**src/sv/lkv_pkg.sv**
```systemverilog
// ----------------------------------------------------------------------------
// lkv_pkg
// Shared constants, payload structs and lookup result type for the
// least-recently-used key-value cache.
// ----------------------------------------------------------------------------
package lkv_pkg;

	// Built size of the store
	localparam int ENTRIES = 16;
	localparam int IDX_W   = (ENTRIES > 1) ? $clog2(ENTRIES) : 1;
	localparam int AGE_W   = (ENTRIES > 1) ? $clog2(ENTRIES) : 1;
	localparam int CNT_W   = $clog2(ENTRIES + 1);

	localparam int DATA_W  = 32;
	localparam int CAP_W   = 5;
	localparam int ADDR_W  = 3;

	// Commands
	localparam logic CMD_GET = 1'b0;
	localparam logic CMD_PUT = 1'b1;

	// Register map (index of a 32-bit register)
	localparam logic REG_CAPACITY = 1'b0;

	localparam logic [CAP_W-1:0]         CAP_RESET  = 5'd16;
	localparam logic signed [DATA_W-1:0] MISS_VALUE = -32'sd1;

	typedef logic signed [DATA_W-1:0] word_t;
	typedef logic [IDX_W-1:0]         idx_t;
	typedef logic [AGE_W-1:0]         age_t;
	typedef logic [CNT_W-1:0]         cnt_t;

	typedef struct packed {
		logic  cmd;
		word_t key;
		word_t value;
	} in_item_t;

	typedef struct packed {
		logic  hit;
		word_t read_value;
	} out_item_t;

	// Lookup outcome for the request in the input register
	typedef struct packed {
		logic hit;
		idx_t hit_idx;
		age_t hit_age;
		logic use_free;   // put miss fills an empty slot
		idx_t ins_idx;    // slot written by a put miss
	} look_t;

endpackage

```
**src/sv/lru_key_value_cache.sv**
```systemverilog
// ----------------------------------------------------------------------------
// lru_key_value_cache
// Fully associative key-value store with least-recently-used replacement,
// get/put requests, one result beat per request.
// ----------------------------------------------------------------------------
//
//  channel   | direction | handshake                  | payload
//  ----------+-----------+----------------------------+------------------------
//  in        | in        | in_valid / in_stall        | in_data (cmd,key,value)
//  out       | out       | out_valid / out_stall      | out_data (hit,read_value)
//  config    | in        | psel/penable/pwrite/pready | paddr, pwdata, prdata
//
//  One request beat is accepted every cycle unless the input side stalls;
//  its result beat passes the input register, then the result register.
//  The whole lookup and the age update are combinational from the input
//  register: the key compare over all entries sets the path.
//  Reset clears valid marks, ages, occupancy and capacity (16); keys and
//  values are held without reset and only read behind a valid mark.
//  A stalled result holds the result register, and a request beat waiting
//  behind it stalls the input side; no clearing pass is needed.
//
module lru_key_value_cache (
	input  logic                           clk,
	input  logic                           arst_n,
	// request channel
	input  logic                           in_valid,
	output logic                           in_stall,
	input  lkv_pkg::in_item_t              in_data,
	// result channel
	output logic                           out_valid,
	input  logic                           out_stall,
	output lkv_pkg::out_item_t             out_data,
	// configuration port
	input  logic                           psel,
	input  logic                           penable,
	input  logic                           pwrite,
	input  logic [lkv_pkg::ADDR_W-1:0]     paddr,
	input  logic [lkv_pkg::DATA_W-1:0]     pwdata,
	output logic [lkv_pkg::DATA_W-1:0]     prdata,
	output logic                           pready
);

	// Configuration
	logic [lkv_pkg::CAP_W-1:0] cap_q;
	lkv_pkg::cnt_t             cap_eff;
	logic                      reg_sel;

	// Input stage
	logic                      valid_s1;
	lkv_pkg::in_item_t         item_s1;

	// Store
	logic [lkv_pkg::ENTRIES-1:0]           valid_q;
	lkv_pkg::age_t [lkv_pkg::ENTRIES-1:0]  age_q;
	lkv_pkg::word_t [lkv_pkg::ENTRIES-1:0] keys_q;
	lkv_pkg::word_t [lkv_pkg::ENTRIES-1:0] vals_q;
	lkv_pkg::cnt_t                         occ_q;

	// Next state
	logic [lkv_pkg::ENTRIES-1:0]           valid_d;
	lkv_pkg::age_t [lkv_pkg::ENTRIES-1:0]  age_d;
	lkv_pkg::cnt_t                         occ_d;

	lkv_pkg::look_t     look;
	lkv_pkg::out_item_t res;
	logic               advance;
	logic               s1_load;
	logic               fire;
	logic               is_put;

	// ---- configuration port ----
	assign pready  = 1'b1;
	assign reg_sel = (paddr[lkv_pkg::ADDR_W-1] == lkv_pkg::REG_CAPACITY);
	assign prdata  = reg_sel ? lkv_pkg::DATA_W'(cap_q) : '0;

	always_ff @(posedge clk or negedge arst_n) begin
		if (!arst_n) begin
			cap_q <= lkv_pkg::CAP_RESET;
		end else if (psel && penable && pwrite && pready && reg_sel) begin
			cap_q <= pwdata[lkv_pkg::CAP_W-1:0];
		end
	end

	// zero acts as one, anything past the built size as the built size
	always_comb begin
		if (cap_q == '0) begin
			cap_eff = lkv_pkg::cnt_t'(1);
		end else if (int'(cap_q) > lkv_pkg::ENTRIES) begin
			cap_eff = lkv_pkg::cnt_t'(lkv_pkg::ENTRIES);
		end else begin
			cap_eff = lkv_pkg::cnt_t'(cap_q);
		end
	end

	// ---- flow control ----
	// the input register moves on whenever the result register is free,
	// and an empty input register always takes a beat
	assign advance  = !out_valid || !out_stall;
	assign s1_load  = advance || !valid_s1;
	assign fire     = valid_s1 && advance;
	assign in_stall = valid_s1 && !advance;

	always_ff @(posedge clk or negedge arst_n) begin
		if (!arst_n) begin
			valid_s1 <= 1'b0;
		end else if (s1_load) begin
			valid_s1 <= in_valid;
		end
	end

	always_ff @(posedge clk) begin
		if (s1_load && in_valid) begin
			item_s1 <= in_data;
		end
	end

	// ---- lookup ----
	lkv_lookup u_lookup (
		.key   (item_s1.key),
		.valid (valid_q),
		.keys  (keys_q),
		.ages  (age_q),
		.occ   (occ_q),
		.cap   (cap_eff),
		.look  (look)
	);

	assign is_put = (item_s1.cmd == lkv_pkg::CMD_PUT);

	// ---- recency update ----
	// hit: entries younger than the hit entry age by one, hit goes to 0.
	// put miss into free slot: every valid entry ages, occupancy grows.
	// put miss with eviction: all but the victim age, victim reused at 0.
	always_comb begin
		valid_d = valid_q;
		age_d   = age_q;
		occ_d   = occ_q;
		if (look.hit) begin
			for (int i = 0; i < lkv_pkg::ENTRIES; i++) begin
				if (valid_q[i] && (age_q[i] < look.hit_age)) begin
					age_d[i] = age_q[i] + lkv_pkg::age_t'(1);
				end
			end
			age_d[look.hit_idx] = '0;
		end else if (is_put) begin
			for (int i = 0; i < lkv_pkg::ENTRIES; i++) begin
				if (valid_q[i]) begin
					age_d[i] = age_q[i] + lkv_pkg::age_t'(1);
				end
			end
			age_d[look.ins_idx]   = '0;
			valid_d[look.ins_idx] = 1'b1;
			if (look.use_free) begin
				occ_d = occ_q + lkv_pkg::cnt_t'(1);
			end
		end
	end

	always_ff @(posedge clk or negedge arst_n) begin
		if (!arst_n) begin
			valid_q <= '0;
			age_q   <= '0;
			occ_q   <= '0;
		end else if (fire) begin
			valid_q <= valid_d;
			age_q   <= age_d;
			occ_q   <= occ_d;
		end
	end

	// keys and values: no reset, only read behind valid_q
	always_ff @(posedge clk) begin
		if (fire && is_put) begin
			if (look.hit) begin
				vals_q[look.hit_idx] <= item_s1.value;
			end else begin
				keys_q[look.ins_idx] <= item_s1.key;
				vals_q[look.ins_idx] <= item_s1.value;
			end
		end
	end

	// ---- result register ----
	always_comb begin
		res.hit        = look.hit;
		res.read_value = (look.hit && !is_put) ? vals_q[look.hit_idx]
		                                       : lkv_pkg::MISS_VALUE;
	end

	always_ff @(posedge clk or negedge arst_n) begin
		if (!arst_n) begin
			out_valid <= 1'b0;
		end else if (advance) begin
			out_valid <= valid_s1;
		end
	end

	always_ff @(posedge clk) begin
		if (fire) begin
			out_data <= res;
		end
	end

`ifndef ASSERT_OFF
	a_occ_bound: assert property (@(posedge clk) disable iff (!arst_n)
		int'(occ_q) <= lkv_pkg::ENTRIES)
		else $error("occupancy above built size");

	a_occ_count: assert property (@(posedge clk) disable iff (!arst_n)
		$countones(valid_q) == int'(occ_q))
		else $error("occupancy does not match valid marks");

	a_hit_valid: assert property (@(posedge clk) disable iff (!arst_n)
		valid_s1 && look.hit |-> valid_q[look.hit_idx])
		else $error("hit on an invalid entry");

	a_stall_src: assert property (@(posedge clk) disable iff (!arst_n)
		in_stall |-> valid_s1 && out_valid && out_stall)
		else $error("input stalled without a blocked result");

	a_put_fills: assert property (@(posedge clk) disable iff (!arst_n)
		fire && is_put |=> valid_q[$past(look.hit ? look.hit_idx : look.ins_idx)])
		else $error("put left its slot invalid");
`endif

endmodule

```
**src/sv/lkv_lookup.sv**
```systemverilog
// ----------------------------------------------------------------------------
// lkv_lookup
// Parallel key match, first-free search and victim selection for one
// request against the current contents of the store.
// ----------------------------------------------------------------------------
module lkv_lookup (
	input  lkv_pkg::word_t                      key,
	input  logic [lkv_pkg::ENTRIES-1:0]         valid,
	input  lkv_pkg::word_t [lkv_pkg::ENTRIES-1:0] keys,
	input  lkv_pkg::age_t  [lkv_pkg::ENTRIES-1:0] ages,
	input  lkv_pkg::cnt_t                       occ,
	input  lkv_pkg::cnt_t                       cap,
	output lkv_pkg::look_t                      look
);

	logic [lkv_pkg::ENTRIES-1:0] match;
	logic [lkv_pkg::ENTRIES-1:0] oldest;
	lkv_pkg::idx_t               free_idx;
	lkv_pkg::idx_t               old_idx;
	logic                        any_free;
	lkv_pkg::cnt_t               last_age;

	assign last_age = occ - lkv_pkg::cnt_t'(1);

	always_comb begin
		for (int i = 0; i < lkv_pkg::ENTRIES; i++) begin
			match[i]  = valid[i] && (keys[i] == key);
			// ages of valid entries are a permutation of 0..occ-1
			oldest[i] = valid[i] && (lkv_pkg::cnt_t'(ages[i]) == last_age);
		end
	end

	// Priority encoders, lowest index wins
	always_comb begin
		look.hit     = 1'b0;
		look.hit_idx = '0;
		free_idx     = '0;
		any_free     = 1'b0;
		old_idx      = '0;
		for (int i = lkv_pkg::ENTRIES - 1; i >= 0; i--) begin
			if (match[i]) begin
				look.hit     = 1'b1;
				look.hit_idx = lkv_pkg::idx_t'(i);
			end
			if (!valid[i]) begin
				any_free = 1'b1;
				free_idx = lkv_pkg::idx_t'(i);
			end
			if (oldest[i]) begin
				old_idx = lkv_pkg::idx_t'(i);
			end
		end
		look.hit_age  = ages[look.hit_idx];
		look.use_free = (occ < cap) && any_free;
		look.ins_idx  = look.use_free ? free_idx : old_idx;
	end

endmodule

```
**config.mk**
```make
export PLATFORM = sky130hd
export DESIGN_NAME = lru_key_value_cache
export DESIGN_NICKNAME = d
export VERILOG_FILES = /design/src/sv/lkv_pkg.sv /design/src/sv/lru_key_value_cache.sv /design/src/sv/lkv_lookup.sv
export SDC_FILE = /design/constraint.sdc
export NUM_CORES = 2
export LEC_CHECK = 0
export BUFFER_PORTS_ARGS = -buffer_cell sky130_fd_sc_hd__buf_2
export CORE_MARGIN = 10
export CORE_UTILIZATION = 35
export DETAILED_ROUTE_END_ITERATION = 8
export PLACE_DENSITY = 0.55
export SYNTH_ARGS = -nofsm -noshare
export SYNTH_HDL_FRONTEND = slang
export SYNTH_SLANG_ARGS = --single-unit
```
**constraint.sdc**
```tcl
create_clock -name clk -period 7.2 [get_ports clk]
set_clock_uncertainty 0.15 [all_clocks]
set_input_delay 0.72 -clock clk [delete_from_list [all_inputs] [get_ports clk]]
set_output_delay 0.72 -clock clk [all_outputs]
set_load 0.05 [all_outputs]
```
* Word-level counts from Yosys, hierarchy flattened
Index checks and enable logic that the tools add are counted.
** Word-level totals
- Register bits :: 1214
- Word-level logic and storage cells :: 377
** Operators by class
- Add/subtract/negate cells :: 18
- Order comparisons :: 22
- Eq/ne operators :: 32
- Multiplexer cells :: 168
- Bitwise operators :: 7
- Reduce and logical (&&, ||, !) cells :: 72
** Operator list (number)
- $bwmux 512 :: 3
- $eq 32x32->1 :: 16
- $mux 512 :: 1
- $mux 4 :: 116
- $demux 32 s4 :: 2
- $and 64x64->64 :: 2
- $bmux 32 s4 :: 1
- $mux 64 :: 2
- $not 64->64 :: 2
- $mux 32 :: 3
- $mux 5 :: 19
- $eq 4x5->1 :: 16
- $add 4x1->4 const B :: 16
- $lt 4x4->1 :: 16
- $logic_and 1x1->1 :: 59
- $demux 4 s4 :: 2
- $mux 1 :: 17
- $bmux 4 s4 :: 1
- $or 16x16->16 :: 1
- $lt 4x5->1 const B :: 2
- $ge 4x1->1 const B :: 2
- $add 5x1->5 const B :: 1
- $gt 5x5->1 const B :: 1
- $logic_not 1->1 :: 5
- other kinds (10) :: 13

* Longest topological paths before layout
- Depth after elaboration :: 28
- Mapped depth :: 27
- Depth with buffers taken out :: 21

* By module
Synthesis repeated with hierarchy kept, for this count alone.
** Unflattened totals
- Cells, all modules :: 4065
- Area, all modules :: 58070.7 sq um
** Modules (own cells, without submodules)
- lru_key_value_cache :: times used 1, cells an instance 2738, area an instance 48109.9 sq um, sequential area each 35995.8 sq um
- lkv_lookup :: times used 1, cells an instance 1327, area an instance 9960.8 sq um, sequential area each 0.0 sq um

* Worst setup path before layout
OpenSTA, ideal clock, no wires.
- Path kind :: flip-flop to flip-flop
- Start point :: reg occ_q[0] (netlist name)
- End point :: reg vals_q[128] (netlist bit), enable pin
- Library setup time :: 0.461 ns
- Arrival time :: 5.491 ns
- Setup slack :: 1.098 ns
- Cell stages (with the launch flop) :: 16
- Clock period less this slack :: 6.102 ns
- Cell sequence :: dfrtp_1 > buf_2 > inv_1 > ha_1 > clkbuf_1 > buf_2 > xor2_1 > nand3_1 > nor4_1 > o21bai_1 > nor3_1 > a211o_1 > and3b_1 > clkbuf_1 > a21oi_1 > nor3_1
** RTL lines
- end signal: indexed assignment :: RTL line lru_key_value_cache.sv:175 : vals_q[look.hit_idx] <= item_s1.value;
- end signal: indexed assignment :: RTL line lru_key_value_cache.sv:178 : vals_q[look.ins_idx] <= item_s1.value;
- end: declaration :: RTL line lru_key_value_cache.sv:56 : lkv_pkg::word_t [lkv_pkg::ENTRIES-1:0] vals_q;

* Final worst setup path
- Start point :: reg item_s1[63] (netlist bit)
- End point :: reg age_q[15] (netlist bit)
** Between the ends
- Word-level cells in the longest chain between the ends :: 26
- Elaborated cells between the ends (all ways) :: 64
** RTL lines
- start: declaration :: RTL line lru_key_value_cache.sv:50 : lkv_pkg::in_item_t item_s1;
- start signal: assignment :: RTL line lru_key_value_cache.sv:113 : item_s1 <= in_data;
- $eq 32x32->1 :: RTL line lkv_lookup.sv:27 : match[i] = valid[i] && (keys[i] == key);
- $logic_and 1x1->1 :: RTL line lkv_lookup.sv:27
- $mux 5 (15 in series) :: RTL line lkv_lookup.sv:41 : if (match[i]) begin
- $mux 5 * :: RTL line lkv_lookup.sv:41
- $bmux 4 s4 :: RTL line lkv_lookup.sv:53 : look.hit_age = ages[look.hit_idx];
- $mux 4 (implied by the code) :: RTL line lkv_lookup.sv:53
- $lt 4x4->1 :: RTL line lru_key_value_cache.sv:140 : if (valid_q[i] && (age_q[i] < look.hit_age)) begin
- $logic_and 1x1->1 :: RTL line lru_key_value_cache.sv:140
- $mux 4 :: RTL line lru_key_value_cache.sv:140
- $mux 4 :: RTL line lru_key_value_cache.sv:138 : if (look.hit) begin
- $and 64x64->64 (no source line)
- $mux 64 :: RTL line lru_key_value_cache.sv:138
- end signal: assignment :: RTL line lru_key_value_cache.sv:166 : age_q <= age_d;
- end: declaration :: RTL line lru_key_value_cache.sv:54 : lkv_pkg::age_t [lkv_pkg::ENTRIES-1:0] age_q;
Every way passes the cells marked *; elsewhere a longest branch is shown, timed or not. The select of a mux whose other input is x is not followed.
A chain may end at the register's enable or synchronous reset.

==> impl_metrics.tcl <==
set metrics [dict create \
    dieArea_sq_um 190000 \
    syn_area_sq_um 60500 \
    clock_path_buffers 3 \
    relSlewSlack_pct 29.5 \
    grt_use_total_pct 19.4 \
    wl_per_cell_um 25.9 \
    io_buffer_count 117 \
    cts_max_level 4 \
    cp_slowest_stage_delay_ns 0.84 \
    antenna_left 0 \
    grt_max_degree 186 \
    numCtsBuffers 133 \
    layout_common_cells "edfxtp_1, xor2_1, and3_1, nor4_1" \
    setup_tns_ns 0 \
    fmax_ghz 0.159 \
    cp-end-kind "flop" \
    grt-ovfl-total 0 \
    vias 41000 \
    cts_setup_buffers 0 \
    path_clk_slew_ns 0.06 \
    rsz0062_at_grt "false" \
    post-route-min-period_ns 6.29 \
    arrival_ns 6.82 \
    critical_path.startpoint_type "flop" \
    synth_top_area_cell "edfxtp_1" \
    cp.required_ns 7.73 \
    wirelength_um 191000 \
    gp_congestion 0.933 \
    hold_ws_ns 0.0379 \
    period_share_pct 87.4 \
    p_leak_nw 24.8 \
    remaining_drc_errors 0 \
    final.fill_count 16000 \
    fin_nets 5129 \
    path_cells "buf_4 > xor2_1 > nor4_1 > nand4_1 > or4_1 > and2_1 > a21oi_4 > buf_12 > mux2_2 > nor2_1 > a21oi_1 > o221ai_2 > buf_4 > ha_1 > o21a_1 > o21ai_0 > nand3b_1 > o21ai_1 > nand3_1 > o41ai_2" \
    core_sq_um 172000 \
    hold_viol 0 \
    slew_violations 0 \
    area.growth.synth_to_final_pct 14.9 \
    antenna_found_initial 9 \
    holdPathStages 1 \
    synth.distinct_cells 113 \
    worstSkewPairLatency_ns 0.79 \
    seqCellArea_sq_um 36000 \
    fin_ws_ns 0.906 \
    synth_area_per_cell_sq_um 12.7 \
    irDropWorstVdd_mv 0.318 \
    reg2reg_depth 20 \
    setup_viol 0 \
    status "completed" \
    ioPinCount 175 \
    crit_type "flop to flop" \
    ys_ff_latch 1214 \
    grt_pass1_vias 40800 \
    cts.sinks 1214 \
    drv_cap 0 \
    grt_pass1_wl_um 278000 \
    cts-root-buf "clkbuf_16" \
    layout-drive-gt1-share_pct 14.7 \
    cts_tree "yes" \
    synth_top_area_share_pct 55.7 \
    initial_core_util_pct 35.2 \
    synth_warnings 0 \
    first_iter_violations 3950 \
    ys_seq_area_share_pct 59.5 \
    crit_path_top_delay_cell "edfxtp_1" \
    worstMarginPinSlew_ns 1.06 \
    multi_input_area_sq_um 23000 \
    yosys-top-cells-area "edfxtp_1, xor2_1, and3_1, dfrtp_1, mux2i_1" \
    powerDensity_nw_per_um2 329 \
    total_power_mw 22.9 \
    async_flop_share_pct 7.58 \
    post_cts_resize_count 0 \
    drtPass1Iterations 8 \
    die_x_um 436 \
    final_common_cell "edfxtp_1" \
    crit_top_cell "buf_4" \
    post-place-ws_ns 0.957 \
    synth-edff-count 1122 \
    place_hpwl_um 115000 \
    crit_fanout 21 \
    cts_hold_buf 66 \
    rows 152 \
    viasPerCell 5.57 \
    hp-class "input pin to flop" \
    syn_inst 4755 \
    die_y_um 436 \
    synthFlopType "edfxtp_1" \
]
[final timing paths]
kind                         endpoint  slack (ns)        start
max                         age_q[15]        0.91  item_s1[63]
min                        item_s1[2]        0.04   in_data[2]
max reg2reg                 age_q[15]        0.91  item_s1[63]
min reg2reg                 out_valid        0.33     valid_s1
max in group asynchronous    cap_q[3]        5.30       arst_n
min in group asynchronous  valid_q[9]        0.40       arst_n
[routing by layer]
layer | up-vias | part of all wire [%] | global-route usage [%]
met4 | 0 | 4.0 | 7.46
met1 | 20800 | 43 | 25.9
li1 | 18300 | - | -
met5 | - | 0 | 0
met2 | 1563 | 47 | 31.6
met3 | 396 | 6.4 | 2.92
[synth_stat cells (113+ instances only)]
library cell,count
edfxtp_1,1122
xor2_1,460
and3_1,404
nor4_1,205
nor2_1,202
clkbuf_1,196
mux2i_1,185
nand2_1,185
a21oi_1,170
and2_1,152
mux2_2,113
nand3_1,113
[report_power, final]
group	total, mW	leakage, nW	internal [mW]	switching [mW]
logic	6.70	11.5	2.47	4.24
registers	9.49	11.3	8.77	0.714
clock network	6.70	2.03	3.85	2.85
[critical path, delay by kind of cell, from the launching register on]
family	cells	cell delay, ns
flip-flops	1	0.84
adder cells (fa/ha/maj)	1	0.26
buffers and inverters	3	1.02
multiplexers	1	0.34
AO/OA/AOI/OAI	7	1.55
AND/OR/NAND/NOR	7	1.81
XOR/XNOR	1	0.16
[kinds of logic after synthesis]
| group | count (synthesis) | synth area share, % |
|---|---|---|
| other | 2 | 0.0124 |
| XOR/XNOR | 579 | 8.76 |
| AND/OR/NAND/NOR | 1611 | 15.2 |
| adder cells (fa/ha/maj) | 70 | 1.45 |
| buffers and inverters | 400 | 3.22 |
| flip-flops | 1214 | 59.5 |
| multiplexers | 298 | 5.17 |
| AO/OA/AOI/OAI | 581 | 6.68 |
[registers in the layout, summed over array words and instances, names as in the netlist]
register	cells
valid_q	16
keys_q	512
cap_q	5
item_s1	64
out_valid	1
valid_s1	1
age_q	64
out_data	33
occ_q	5
vals_q	512
is_put	1
[cell type report]
| cell class | instances | share of cell area, % |
|---|---|---|
| antenna | 1 | 0.00360 |
| sequential | 1214 | 51.8 |
| tap | 2310 | 4.16 |
| multi-input combinational | 3167 | 33.2 |
| inverter | 44 | 0.238 |
| clock buffer | 170 | 5.05 |
| clock inverter | 65 | 0.967 |
| timing repair buffer | 392 | 4.61 |
[stage by stage]
step / cells / utilization [%] / instance area [sq um]
global route: 7362 / 40.5 / 69500
global placement: 7061 / 37.6 / 64600
CTS: 7362 / 40.5 / 69500
finish: 7363 / 40.5 / 69500
floorplan: 4781 / - / 60600
detailed placement: 7061 / 37.6 / 64600
(Power assumes the default switching activity.)
